## config.mk

```make
export PLATFORM = sky130hd
export DESIGN_NAME = newton_square_root_flat
export DESIGN_NICKNAME = d
export VERILOG_FILES = /design/src/sv/nsr_pkg.sv /design/src/sv/nsr_if.sv /design/src/sv/nsr_div.sv /design/src/sv/nsr_datapath.sv /design/src/sv/nsr_ctrl.sv /design/src/sv/newton_square_root.sv /design/src/flat_wrapper.sv
export SDC_FILE = /design/constraint.sdc
export NUM_CORES = 1
export LEC_CHECK = 0
export BUFFER_PORTS_ARGS = -buffer_cell sky130_fd_sc_hd__buf_2
export CORE_UTILIZATION = 30
export DETAILED_ROUTE_END_ITERATION = 8
export SETUP_SLACK_MARGIN = 0.2
export SLEW_MARGIN = 20
export SYNTH_ARGS = -nofsm -noshare
export SYNTH_HDL_FRONTEND = slang
export SYNTH_HIERARCHICAL = 1
export SYNTH_SLANG_ARGS = --single-unit
```

## constraint.sdc

```tcl
create_clock -name clk -period 6.1 [get_ports clk]
set_input_delay 0.61 -clock clk [delete_from_list [all_inputs] [get_ports clk]]
set_output_delay 0.61 -clock clk [all_outputs]
set_load 0.05 [all_outputs]
```

## src/sv/nsr_pkg.sv

```systemverilog
// Shared constants and controller/datapath handshake types for the Newton square root block.
package nsr_pkg;

  localparam int RADICAND_W        = 32;
  localparam int ROOT_W            = 25;
  localparam int STEPS_W           = 6;
  localparam int LIMIT_W           = 6;
  localparam int FRAC_BITS_DEFAULT = 16;

  localparam logic [LIMIT_W-1:0] LIMIT_RESET = LIMIT_W'(20);
  localparam logic [ROOT_W-1:0]  ROOT_MAX    = '1;

  // controller -> datapath
  typedef struct packed {
    logic load;       // capture radicand, reset estimate and step count
    logic div_start;  // launch quotient scaled / est
    logic update;     // est <= candidate, steps++
    logic publish;    // move result into output register
  } nsr_cmd_t;

  // datapath -> controller
  typedef struct packed {
    logic in_zero;    // radicand on the input channel is zero
    logic div_done;   // quotient ready
    logic converged;  // candidate equals current estimate after first step
    logic limit_hit;  // step about to be taken reaches the limit
    logic out_busy;   // output register holds an untaken result
  } nsr_status_t;

endpackage

```

## src/sv/nsr_if.sv

```systemverilog
// Channel interfaces: radicand input, result output, iteration limit write.
interface nsr_in_if;
  logic                              valid;
  logic                              ready;
  logic [nsr_pkg::RADICAND_W-1:0]    radicand;

  modport source (output valid, output radicand, input ready);
  modport sink   (input valid, input radicand, output ready);
endinterface

interface nsr_out_if;
  logic                           valid;
  logic                           ready;
  logic [nsr_pkg::ROOT_W-1:0]     root;
  logic [nsr_pkg::STEPS_W-1:0]    steps_taken;
  logic                           bad_input;

  modport source (output valid, output root, output steps_taken, output bad_input,
                  input ready);
  modport sink   (input valid, input root, input steps_taken, input bad_input,
                  output ready);
endinterface

interface nsr_cfg_if;
  logic                           valid;
  logic                           ready;
  logic [nsr_pkg::LIMIT_W-1:0]    iteration_limit;

  modport source (output valid, output iteration_limit, input ready);
  modport sink   (input valid, input iteration_limit, output ready);
endinterface

```

## src/sv/nsr_div.sv

```systemverilog
// Restoring divider, one quotient bit per cycle.
module nsr_div #(
  parameter int W = 48
) (
  input  logic         clk,
  input  logic         rst,
  input  logic         start,
  input  logic [W-1:0] dividend,
  input  logic [W-1:0] divisor,
  output logic [W-1:0] quotient,
  output logic         done
);

  localparam int CNT_W = $clog2(W + 1);

  logic             busy;
  logic [CNT_W-1:0] cnt;
  logic [W-1:0]     rem;
  logic [W-1:0]     dq;
  logic [W-1:0]     dvsr;
  logic [W:0]       rem_shift;
  logic [W:0]       rem_diff;
  logic             fits;

  assign rem_shift = {rem, dq[W-1]};
  assign rem_diff  = rem_shift - {1'b0, dvsr};
  assign fits      = (rem_shift >= {1'b0, dvsr});
  assign quotient  = dq;

  always_ff @(posedge clk) begin
    if (rst) begin
      busy <= 1'b0;
      done <= 1'b0;
      cnt  <= '0;
    end else begin
      done <= 1'b0;
      if (start) begin
        busy <= 1'b1;
        cnt  <= CNT_W'(W);
      end else if (busy) begin
        cnt <= cnt - 1'b1;
        if (cnt == CNT_W'(1)) begin
          busy <= 1'b0;
          done <= 1'b1;
        end
      end
    end
  end

  always_ff @(posedge clk) begin
    if (start) begin
      rem  <= '0;
      dq   <= dividend;
      dvsr <= divisor;
    end else if (busy) begin
      rem <= fits ? rem_diff[W-1:0] : rem_shift[W-1:0];
      dq  <= {dq[W-2:0], fits};
    end
  end

endmodule

```

## src/sv/nsr_datapath.sv

```systemverilog
// Datapath: estimate, step count, limit register, divider and output register.
module nsr_datapath #(
  parameter int FRAC_BITS = nsr_pkg::FRAC_BITS_DEFAULT
) (
  input  logic                             clk,
  input  logic                             rst,
  input  nsr_pkg::nsr_cmd_t                cmd,
  output nsr_pkg::nsr_status_t             status,
  input  logic [nsr_pkg::RADICAND_W-1:0]   radicand,
  input  logic                             cfg_wr,
  input  logic [nsr_pkg::LIMIT_W-1:0]      cfg_limit,
  output logic                             out_valid,
  input  logic                             out_ready,
  output logic [nsr_pkg::ROOT_W-1:0]       root,
  output logic [nsr_pkg::STEPS_W-1:0]      steps_taken,
  output logic                             bad_input
);

  localparam int W = nsr_pkg::RADICAND_W + FRAC_BITS;

  logic [W-1:0]                  scaled;
  logic [W-1:0]                  est;
  logic [W-1:0]                  quot;
  logic [W-1:0]                  quot_eff;
  logic [W:0]                    sum;
  logic [W-1:0]                  cand;
  logic [nsr_pkg::STEPS_W-1:0]   steps;
  logic [nsr_pkg::STEPS_W:0]     steps_inc;
  logic [nsr_pkg::LIMIT_W-1:0]   limit;
  logic                          bad;
  logic                          div_done;
  logic [nsr_pkg::ROOT_W-1:0]    root_sat;

  nsr_div #(.W(W)) u_div (
    .clk      (clk),
    .rst      (rst),
    .start    (cmd.div_start),
    .dividend (scaled),
    .divisor  (est),
    .quotient (quot),
    .done     (div_done)
  );

  // divide by zero yields zero quotient
  assign quot_eff  = (est == '0) ? '0 : quot;
  assign sum       = {1'b0, est} + {1'b0, quot_eff};
  assign cand      = sum[W:1];
  assign steps_inc = {1'b0, steps} + 1'b1;
  assign root_sat  = (est > W'(nsr_pkg::ROOT_MAX)) ? nsr_pkg::ROOT_MAX
                                                   : est[nsr_pkg::ROOT_W-1:0];

  always_comb begin
    status.in_zero   = (radicand == '0);
    status.div_done  = div_done;
    status.converged = (steps != '0) && (cand == est);
    status.limit_hit = (steps_inc >= {1'b0, limit});
    status.out_busy  = out_valid && !out_ready;
  end

  always_ff @(posedge clk) begin
    if (cmd.load) begin
      scaled <= W'(radicand) << FRAC_BITS;
      est    <= W'(1) << FRAC_BITS;
      steps  <= '0;
      bad    <= (radicand == '0);
    end else if (cmd.update) begin
      est   <= cand;
      steps <= steps_inc[nsr_pkg::STEPS_W-1:0];
    end
  end

  always_ff @(posedge clk) begin
    if (rst) begin
      limit <= nsr_pkg::LIMIT_RESET;
    end else if (cfg_wr) begin
      limit <= cfg_limit;
    end
  end

  always_ff @(posedge clk) begin
    if (rst) begin
      out_valid <= 1'b0;
    end else if (cmd.publish) begin
      out_valid <= 1'b1;
    end else if (out_ready) begin
      out_valid <= 1'b0;
    end
  end

  always_ff @(posedge clk) begin
    if (cmd.publish) begin
      root        <= bad ? '0 : root_sat;
      steps_taken <= bad ? '0 : steps;
      bad_input   <= bad;
    end
  end

endmodule

```

## src/sv/nsr_ctrl.sv

```systemverilog
// Controller: sequences load, divide, evaluate and publish for one radicand.
module nsr_ctrl (
  input  logic                  clk,
  input  logic                  rst,
  input  logic                  in_valid,
  output logic                  in_ready,
  input  nsr_pkg::nsr_status_t  status,
  output nsr_pkg::nsr_cmd_t     cmd
);

  typedef enum logic [4:0] {
    S_IDLE    = 5'b00001,
    S_START   = 5'b00010,
    S_DIV     = 5'b00100,
    S_EVAL    = 5'b01000,
    S_PUBLISH = 5'b10000
  } nsr_state_t;

  nsr_state_t state;
  nsr_state_t state_next;

  always_comb begin
    state_next = state;
    cmd        = '0;
    in_ready   = 1'b0;
    unique case (state)
      S_IDLE: begin
        in_ready = 1'b1;
        if (in_valid) begin
          cmd.load   = 1'b1;
          state_next = status.in_zero ? S_PUBLISH : S_START;
        end
      end
      S_START: begin
        cmd.div_start = 1'b1;
        state_next    = S_DIV;
      end
      S_DIV: begin
        if (status.div_done) begin
          state_next = S_EVAL;
        end
      end
      S_EVAL: begin
        if (status.converged) begin
          state_next = S_PUBLISH;
        end else begin
          cmd.update = 1'b1;
          state_next = status.limit_hit ? S_PUBLISH : S_START;
        end
      end
      S_PUBLISH: begin
        if (!status.out_busy) begin
          cmd.publish = 1'b1;
          state_next  = S_IDLE;
        end
      end
      default: begin
        state_next = S_IDLE;
      end
    endcase
  end

  always_ff @(posedge clk) begin
    if (rst) begin
      state <= S_IDLE;
    end else begin
      state <= state_next;
    end
  end

endmodule

```

## src/sv/newton_square_root.sv

```systemverilog
// Top level: Newton-Raphson square root of an unsigned fixed-point radicand.
// Usage:
//   radicand_ch : one transaction carries a radicand, unsigned, FRAC_BITS fraction bits.
//   result_ch   : one transaction per radicand: root (saturated to 25 bits),
//                 steps_taken and bad_input (radicand was zero, root and steps zero).
//   cfg         : writes iteration_limit; always ready, take effect from the next
//                 radicand. Write only while no radicand is in flight.
// Timing: the estimate starts at 1.0; each Newton step runs one divide of width
//   W = 32 + FRAC_BITS (48 at Q16.16) on the bit-serial divider, which yields one
//   quotient bit per cycle. A result takes as many divides as steps_taken when
//   the limit stops it, one divide more when the estimate settles; a zero radicand
//   skips the divider. Up to 20 steps at the reset limit.
// Throughput: one radicand at a time; radicand_ch.ready is high only when the
//   engine is idle, which may be while an earlier result still sits in the
//   output register.
// Reset (rst, synchronous): engine idle, output register empty,
//   iteration_limit back to 20.
// Receiver stall: the result holds in the output register; the next radicand
//   is still taken and worked on, and its result waits for the register.
module newton_square_root #(
  parameter int FRAC_BITS = nsr_pkg::FRAC_BITS_DEFAULT
) (
  input logic           clk,
  input logic           rst,
  nsr_in_if.sink        radicand_ch,
  nsr_out_if.source     result_ch,
  nsr_cfg_if.sink       cfg
);

  nsr_pkg::nsr_cmd_t    cmd;
  nsr_pkg::nsr_status_t status;

  // limit register is a plain flop, any cycle can take a write
  assign cfg.ready = 1'b1;

  nsr_ctrl u_ctrl (
    .clk      (clk),
    .rst      (rst),
    .in_valid (radicand_ch.valid),
    .in_ready (radicand_ch.ready),
    .status   (status),
    .cmd      (cmd)
  );

  nsr_datapath #(.FRAC_BITS(FRAC_BITS)) u_datapath (
    .clk         (clk),
    .rst         (rst),
    .cmd         (cmd),
    .status      (status),
    .radicand    (radicand_ch.radicand),
    .cfg_wr      (cfg.valid),
    .cfg_limit   (cfg.iteration_limit),
    .out_valid   (result_ch.valid),
    .out_ready   (result_ch.ready),
    .root        (result_ch.root),
    .steps_taken (result_ch.steps_taken),
    .bad_input   (result_ch.bad_input)
  );

endmodule

```

## src/flat_wrapper.sv

```systemverilog
// flat-port wrapper written by rule: the top's interface ports become plain ports
module newton_square_root_flat 
#(
  parameter int FRAC_BITS = nsr_pkg::FRAC_BITS_DEFAULT
)
  (clk, rst, radicand_ch_valid, radicand_ch_radicand, radicand_ch_ready, result_ch_valid, result_ch_root, result_ch_steps_taken, result_ch_bad_input, result_ch_ready, cfg_valid, cfg_iteration_limit, cfg_ready);
  nsr_in_if radicand_ch_i ();
  nsr_out_if result_ch_i ();
  nsr_cfg_if cfg_i ();
  input logic clk;
  input logic rst;
  input wire logic [$bits(radicand_ch_i.valid)-1:0] radicand_ch_valid;
  input wire logic [$bits(radicand_ch_i.radicand)-1:0] radicand_ch_radicand;
  output wire logic [$bits(radicand_ch_i.ready)-1:0] radicand_ch_ready;
  output wire logic [$bits(result_ch_i.valid)-1:0] result_ch_valid;
  output wire logic [$bits(result_ch_i.root)-1:0] result_ch_root;
  output wire logic [$bits(result_ch_i.steps_taken)-1:0] result_ch_steps_taken;
  output wire logic [$bits(result_ch_i.bad_input)-1:0] result_ch_bad_input;
  input wire logic [$bits(result_ch_i.ready)-1:0] result_ch_ready;
  input wire logic [$bits(cfg_i.valid)-1:0] cfg_valid;
  input wire logic [$bits(cfg_i.iteration_limit)-1:0] cfg_iteration_limit;
  output wire logic [$bits(cfg_i.ready)-1:0] cfg_ready;
  assign radicand_ch_i.valid = radicand_ch_valid;
  assign radicand_ch_i.radicand = radicand_ch_radicand;
  assign radicand_ch_ready = radicand_ch_i.ready;
  assign result_ch_valid = result_ch_i.valid;
  assign result_ch_root = result_ch_i.root;
  assign result_ch_steps_taken = result_ch_i.steps_taken;
  assign result_ch_bad_input = result_ch_i.bad_input;
  assign result_ch_i.ready = result_ch_ready;
  assign cfg_i.valid = cfg_valid;
  assign cfg_i.iteration_limit = cfg_iteration_limit;
  assign cfg_ready = cfg_i.ready;
  newton_square_root #(.FRAC_BITS(FRAC_BITS)) u_core (.clk(clk), .rst(rst), .radicand_ch(radicand_ch_i), .result_ch(result_ch_i), .cfg(cfg_i));
endmodule
```

---- Word level (Yosys, flattened, before mapping) ----
Index checks and enable logic that the tools add are counted.
storage, ports and cells
  register bits ........................... 283
  latch bits .............................. 0
  bits in writable memories ............... 0
  bits in read-only memories .............. 0
  input port bits ......................... 43
  output and inout bits ................... 35
  word-level logic and storage cells ...... 75
  memories ................................ 0
cells by class
  add/sub/neg operators ................... 4
  $mul .................................... 0
  div/mod/pow operators ................... 0
  $lt $le $gt $ge ......................... 3
  eq/ne operators ......................... 10
  shifts and indexed selects .............. 0
  multiplexer cells ....................... 28
  bitwise logic cells ..................... 1
  reductions and logical operators ........ 11
operators by type and width
  operator                count
  $mux W48                4
  $add A48 B48 Y49        1
  $ge A49 B48 Y1          1
  $eq A48 B48 Y1          1
  $gt A48 B25 Y1 const B  1
  $logic_not A48 Y1       1
  $sub A48 B48 Y48        1
  $logic_not A32 Y1       1
  $mux W5                 6
  $mux W25                1
  $pmux W5 S5             1
  $mux W1                 14
  $mux W6                 2
  $add A6 B1 Y7 const B   1
  $ge A7 B6 Y1            1
  $eq A6 B1 Y1 const B    1
  $ne A2 B2 Y1 const B    3
  $reduce_bool A6 Y1      1
  $sub A6 B1 Y6 const B   1
  $eq A5 B1 Y1 const B    1
  $eq A5 B2 Y1 const B    1
  $eq A5 B3 Y1 const B    1
  $eq A5 B4 Y1 const B    1
  $eq A5 B5 Y1 const B    1
  7 further kinds         9

---- Longest topological paths before layout ----
Gate-level depths: netlist of the first run.
  depth in word-level cells ............... 7
  mapped depth ............................ 26
  mapped depth without buffers ............ 21

---- Hierarchy ----
The synthesis of the first run kept the hierarchy.
by module, submodules not included
  module              times used  cells an instance  area an instance (um^2)  seq. area each (um^2)
  nsr_datapath        1           1096               9544.2                   3173.0
  nsr_div             1           870                8712.1                   4003.8
  nsr_ctrl            1           40                 344.1                    100.1
  newton_square_root  1           2                  11.3                     0.0

---- Least setup slack after synthesis of the first run ----
OpenSTA, ideal clock, no wires.
  kind .................................... flip-flop to flip-flop
  from .................................... register u_core.u_datapath.est[46]
  to ...................................... register u_core.u_datapath.est[16]
  library setup time ...................... 0.120 ns
  data arrival time ....................... 5.242 ns
  required time ........................... 5.980 ns
  path slack .............................. 0.738 ns
  stages on the path, launching flop included .. 25
  path buffers ............................ 6
  period minus slack after synthesis ...... 5.362 ns
  cells stage by stage .................... dfxtp_1 -> clkbuf_1 -> nor4_1 -> nand4_1 -> nor3_1 -> nand4_1 -> clkbuf_1 -> clkbuf_1 -> and2_1 -> ha_1 -> clkbuf_1 -> o21a_1 -> nor2_1 -> nor3_1 -> a311oi_4 -> o31ai_4 -> a21oi_4 -> xnor2_1 -> a2111oi_2 -> nand4_1 -> nor4_2 -> nor2_1 -> clkbuf_1 -> buf_1 -> a211o_1
RTL lines
  what                    line                text
  start, declared         nsr_datapath.sv:22  logic [W-1:0] est;
  start signal, assigned  nsr_datapath.sv:63  est <= W'(1) << FRAC_BITS;
  start signal, assigned  nsr_datapath.sv:67  est <= cand;

==> out/metrics.csv, run 1 <==
metric;value;unit
criticalPathCategory;reg -> reg;
synthFlopType;edfxtp_1;
dr_total_vias;15600;
run_status;complete, no violations;
numCtsBuffers;31;
ir_drop;0.218;mV
grt_pass1_vias;15300;
routed_wl;55300;um
syn_area;0.0186;mm^2
final.period_utilization;91.9;%
fill_cells;6258;
grt_usage;17.1;%
wl_met1;25000;um
r2r-start;u_core/u_datapath/est[27];
postRouteAntennaNets;0;
reg2reg_to;u_core/u_datapath/steps[5];
p_leak;0.00860;uW
nets;2267;
end_kind;flop;
async_reset_ff_share;0;%
finalWeightedCongestion;0.960;
antenna_found_initial;1;
die_y;251;um
max_cap_viol_count;0;
cts_buffer_depth;3;
final_core_util;35.3;%
cts_root_buf;clkbuf_16;
cp-start-kind;flop;
holdPathEnd;u_core/u_datapath/scaled[28];
final_cell_mix;204 x nor2_1, 167 x nand2_1, 161 x edfxtp_1;
crit_path_max_fanout;47;
dr_wl_met3;2700;um
yosys_warnings;6;
seq_area_frac_synth;39.1;%
ys_ff_latch;283;
setup_tns;0;ns
rsz0062_at_grt;true;
ios;78;
first_pass_iters;5;
relSlewSlack;25.5;%
critical_path_required;6.58;ns
synth-edff-count;161;
io_buffers;76;
drt_iter0_markers;1063;
start_util;30.6;%
power;8200;uW
dieWidth;251;um
viasPerCell;5.33;
top_layer;met4;
synth_cells;2008;
rrSetupSlack;0.49;ns
worstMarginPinSlew;1.12;ns
coreArea;0.0608;mm^2
setup_viol;0;
power_density;382;mW/mm^2
wl_met2;25800;um
cts_sinks;283;
cp.arrival;6.09;ns
die-area;0.0630;mm^2
area_delta_synth_final;15.5;%
layout_commonest_cell;nor2_1;
fmax;0.178;GHz
grt_max_degree;86;
cts.clk_slew.worst_paths;0.06;ns
overflow;0;
clock_latency;0.59;ns
hp-class;in -> reg;
min_delay_path_depth;1;
timing_hold_violations_final;0;
clock_skew;0.0367;ns
r2r_cells;24;
drc;0;
dp_hpwl;42700;um
slew_violations;0;
seqCellArea;0.00728;mm^2
multi_input_area;0.0108;mm^2
min_period;5.61;ns
drive_gt1_share;14.8;%
avgSynthCellArea;9.27;um^2
dp.cells;2860;
drt-wirelength-per-cell;18.9;um
rows;90;
ys_types;95;
layout.cells.non_filler;2925;
grt_pass1_wl;86000;um
htree_levels;1;
cts_tree;built;
worstHoldStart;radicand_ch_radicand[12];
-- where the power goes --
| part | leakage [uW] | switching [uW] | total [uW] | internal, uW |
|---|---|---|---|---|
| Combinational | 0.00564 | 2240 | 3670 | 1430 |
| Sequential | 0.00249 | 236 | 2720 | 2490 |
| Clock | 0.000465 | 774 | 1810 | 1040 |
-- how the worst max path moves through the flow --
stage	startpoint	end	slack [ns]	cells past startpoint
after floorplan	u_core/u_datapath/est[46]	u_core/u_datapath/est[16]	0.74	24
after global placement	u_core/u_datapath/est[15]	u_core/u_datapath/steps[5]	-0.03	23
after detailed placement	u_core/u_datapath/est[15]	u_core/u_datapath/steps[5]	0.02	23
after CTS	u_core/u_datapath/est[47]	u_core/u_datapath/steps[3]	0.23	23
after global routing	u_core/u_datapath/est[35]	u_core/u_datapath/steps[3]	0.16	23
final	u_core/u_datapath/est[27]	u_core/u_datapath/steps[5]	0.49	24
-- final cells by class --
class	instances	share of cell area, %
multi-input combinational	1545	50.1
sequential	283	33.9
timing repair buffer	168	5.38
tap	782	4.55
clock buffer	42	3.85
inverter	88	1.54
clock inverter	16	0.669
antenna	1	0.0116
-- flip-flops by register name (all words and copies together), names as in the netlist, 25 cells and up --
name                              flops
u_core/u_datapath/est                48
u_core/u_datapath/u_div/dvsr         48
u_core/u_datapath/u_div/quotient     48
u_core/u_datapath/u_div/rem          48
u_core/u_datapath/scaled             32
u_core/u_datapath/root               25
-- repair_timing --
action / 4_1_cts / 5_1_grt
setup buffers: 0 / 4
gates resized for setup: 3 / 21
hold buffers: 0 / 0
pin swaps: 1 / 6
setup endpoints to repair: 54 / 55
gates cloned: 0 / 1
-- cells by family after synthesis --
family | after synthesis | synth area share (%)
AO/OA/AOI/OAI | 468 | 17.2
buffers and inverters | 195 | 4.10
flip-flops | 283 | 39.1
adder cells (fa/ha/maj) | 107 | 7.27
XOR/XNOR | 144 | 7.34
multiplexers | 120 | 6.80
AND/OR/NAND/NOR | 689 | 18.2
other | 2 | 0.0404
-- layer usage --
layer | global-route usage, % | vias to the layer above
li1 | - | 7544
met1 | 22.9 | 7526
met2 | 28.9 | 425
met3 | 1.67 | 95
met4 | 5.28 | 0
met5 | 0 | -
-- through the flow --
stage | setup slack, ns | hold WS (ns) | cell area (um^2)
after floorplan | 0.738 | 0.435 | 18700
after global placement | -0.0305 | 0.468 | 20300
after detailed placement | 0.0175 | 0.480 | 20300
after CTS | 0.225 | 0.185 | 21300
after global routing | 0.160 | 0.191 | 21500
final | 0.494 | 0.216 | 21500
-- critical path: stages, from the launching register on --
cell and delay [ns]:
dfxtp_1 0.41, nor4_1 0.31, nand2_1 0.12, nor3_2 0.21
nand4_1 0.17, buf_12 0.22, and2_1 0.17, ha_1 0.36
a211o_1 0.37, a2111oi_4 0.31, nand3_2 0.21, a311oi_4 0.28
buf_4 0.21, o31ai_4 0.12, or4_1 0.49, nand3_1 0.10
nor4_2 0.07, nand4_1 0.15, nor4_2 0.06, buf_4 0.16
nor2_4 0.19, buf_12 0.18, nand4_1 0.14, or3_1 0.34
a21oi_1 0.16
-- cells in the mapped netlist, types with 45 or more instances --
| master | number | area share, % |
|---|---|---|
| nor2_1 | 207 | 4.2 |
| nand2_1 | 167 | 3.4 |
| edfxtp_1 | 161 | 26 |
| a21oi_1 | 124 | 3.3 |
| dfxtp_1 | 122 | 13 |
| ha_1 | 105 | 7.1 |
| clkbuf_1 | 90 | 1.8 |
| inv_1 | 88 | 1.8 |
| o21ai_0 | 85 | 2.3 |
| xnor2_1 | 78 | 3.7 |
| mux2i_1 | 69 | 3.7 |
| xor2_1 | 59 | 2.8 |
| and2_1 | 53 | 1.8 |
| nor3_1 | 52 | 1.4 |
| mux2_2 | 51 | 3.1 |
| a21o_1 | 45 | 1.8 |
Power figures use the tool's default switching activity.
==> run 2: changes to the inputs <==
Settings changed: RECOVER_POWER from default to 25.
==> out/metrics.csv, run 2 (synthesized netlist as in run 1, its figures left out) <==
metric;value;unit
finalWeightedCongestion;0.960;
layout_commonest_cell;nor2_1;
run_status;complete, no violations;
hp-class;in -> reg;
ir_drop;0.219;mV
coreArea;0.0608;mm^2
slew_violations;0;
die_y;251;um
dieWidth;251;um
cts.clk_slew.worst_paths;0.06;ns
final_core_util;35.1;%
die-area;0.0630;mm^2
rows;90;
end_kind;flop;
rrSetupSlack;0.44;ns
critPathMaxStageDelay;0.49;ns
dp_hpwl;42700;um
drt-wirelength-per-cell;18.9;um
clock_skew;0.0369;ns
io_buffers;76;
ios;78;
area_delta_synth_final;14.6;%
cpMostUsedCell;nand4_1;
viasPerCell;5.34;
critical_path_required;6.58;ns
first_pass_iters;6;
dp.cells;2860;
fmax;0.177;GHz
cts_sinks;283;
timing_hold_violations_final;0;
grt_pass1_wl;86000;um
numCtsBuffers;31;
clock_latency;0.59;ns
layout.cells.non_filler;2925;
grt_usage;17.1;%
p_leak;0.00839;uW
cp.arrival;6.14;ns
min_period;5.66;ns
grt_pass1_vias;15300;
cts_root_buf;clkbuf_16;
grt_max_degree;86;
criticalPathCategory;reg -> reg;
cts_tree;built;
nets;2267;
drive_gt1_share;12.2;%
final.period_utilization;92.7;%
final_cell_mix;204 x nor2_1, 167 x nand2_1, 161 x edfxtp_1;
routed_wl;55400;um
max_cap_viol_count;0;
cts_buffer_depth;3;
rsz0062_at_grt;true;
power_density;384;mW/mm^2
cp-start-kind;flop;
antenna_found_initial;1;
drt_iter0_markers;989;
relSlewSlack;25.5;%
start_util;30.6;%
dr_total_vias;15600;
drc;0;
crit_path_max_fanout;47;
crit_chain;nor4_1 -> nand2_1 -> nor3_1 -> nand4_1 -> buf_12 -> and2_1 -> ha_1 -> a211o_1 -> a2111oi_4 -> nand3_2 -> a311oi_4 -> buf_4 -> o31ai_4 -> or4_1 -> nand3_1 -> nor4_2 -> nand4_1 -> nor4_2 -> buf_4 -> nor2_4 -> buf_12 -> nand4_1 -> or3_1 -> a21oi_1;
htree_levels;1;
slowest_stage;or4_1;
postRouteAntennaNets;0;
overflow;0;
worstMarginPinSlew;1.12;ns
setup_viol;0;
[run 2: worst max-delay path, delay by kind of cell (launching register included)]
family          cells  cell delay [ns]
compound gates      5             1.23
fa+ha+maj           1             0.36
buf+inv             4             0.76
flops               1             0.41
simple gates       14             2.77
[run 2: timing repair]
action,in CTS,in global routing
hold buffers,0,0
endpoints found under the setup margin,54,55
resized for setup,3,21
buffers inserted,0,4
gates cloned,0,1
pin swaps,1,6
[run 2: final timing paths]
| kind | from | endpoint | depth (start not counted) |
|---|---|---|---|
| worst min-delay path | radicand_ch_radicand[12] | u_core/u_datapath/scaled[28] | 1 |
| worst max-delay path | u_core/u_datapath/est[27] | u_core/u_datapath/steps[5] | 24 |
| worst max register to register | u_core/u_datapath/est[27] | u_core/u_datapath/steps[5] | 24 |
| worst min register to register | u_core/u_datapath/u_div/rem[15] | u_core/u_datapath/u_div/rem[16] | 2 |
[run 2: area by class of cell]
| class | instances | area [um^2] |
|---|---|---|
| fillers | 6285 | 39500 |
| diodes | 1 | 2.50 |
| flip-flops and latches | 283 | 7280 |
| inverters | 88 | 330 |
| repair buffers | 168 | 995 |
| multi-input cells | 1545 | 10800 |
| clock buffers | 42 | 827 |
| well taps | 782 | 978 |
| clock inverters | 16 | 144 |
[run 2: metrics by stage]
| step | hold WS (ns) | setup slack, ns | setup TNS, ns | total power [uW] | instance area (um^2) |
|---|---|---|---|---|---|
| final | 0.214 | 0.444 | 0 | 8200 | 21300 |
| after global routing | 0.191 | 0.0763 | 0 | 8740 | 21300 |
| after CTS | 0.185 | 0.225 | 0 | 8210 | 21300 |
| after detailed placement | 0.480 | 0.0175 | 0 | 6370 | 20300 |
| after global placement | 0.468 | -0.0305 | -0.0305 | 6320 | 20300 |
| after floorplan | 0.435 | 0.738 | 0 | 5460 | 18700 |
[run 2: report_power, final]
group | internal (uW) | leakage, uW | switching [uW]
Combinational | 1420 | 0.00543 | 2240
Sequential | 2490 | 0.00249 | 236
Clock | 1030 | 0.000465 | 774
[run 2: layer usage]
layer / vias up / part of all wire (%) / track usage (%)
li1: 7544 / - / -
met1: 7546 / 45 / 22.9
met2: 430 / 47 / 28.9
met3: 91 / 5.1 / 1.67
met4: 0 / 3.2 / 5.28
met5: - / 0 / 0
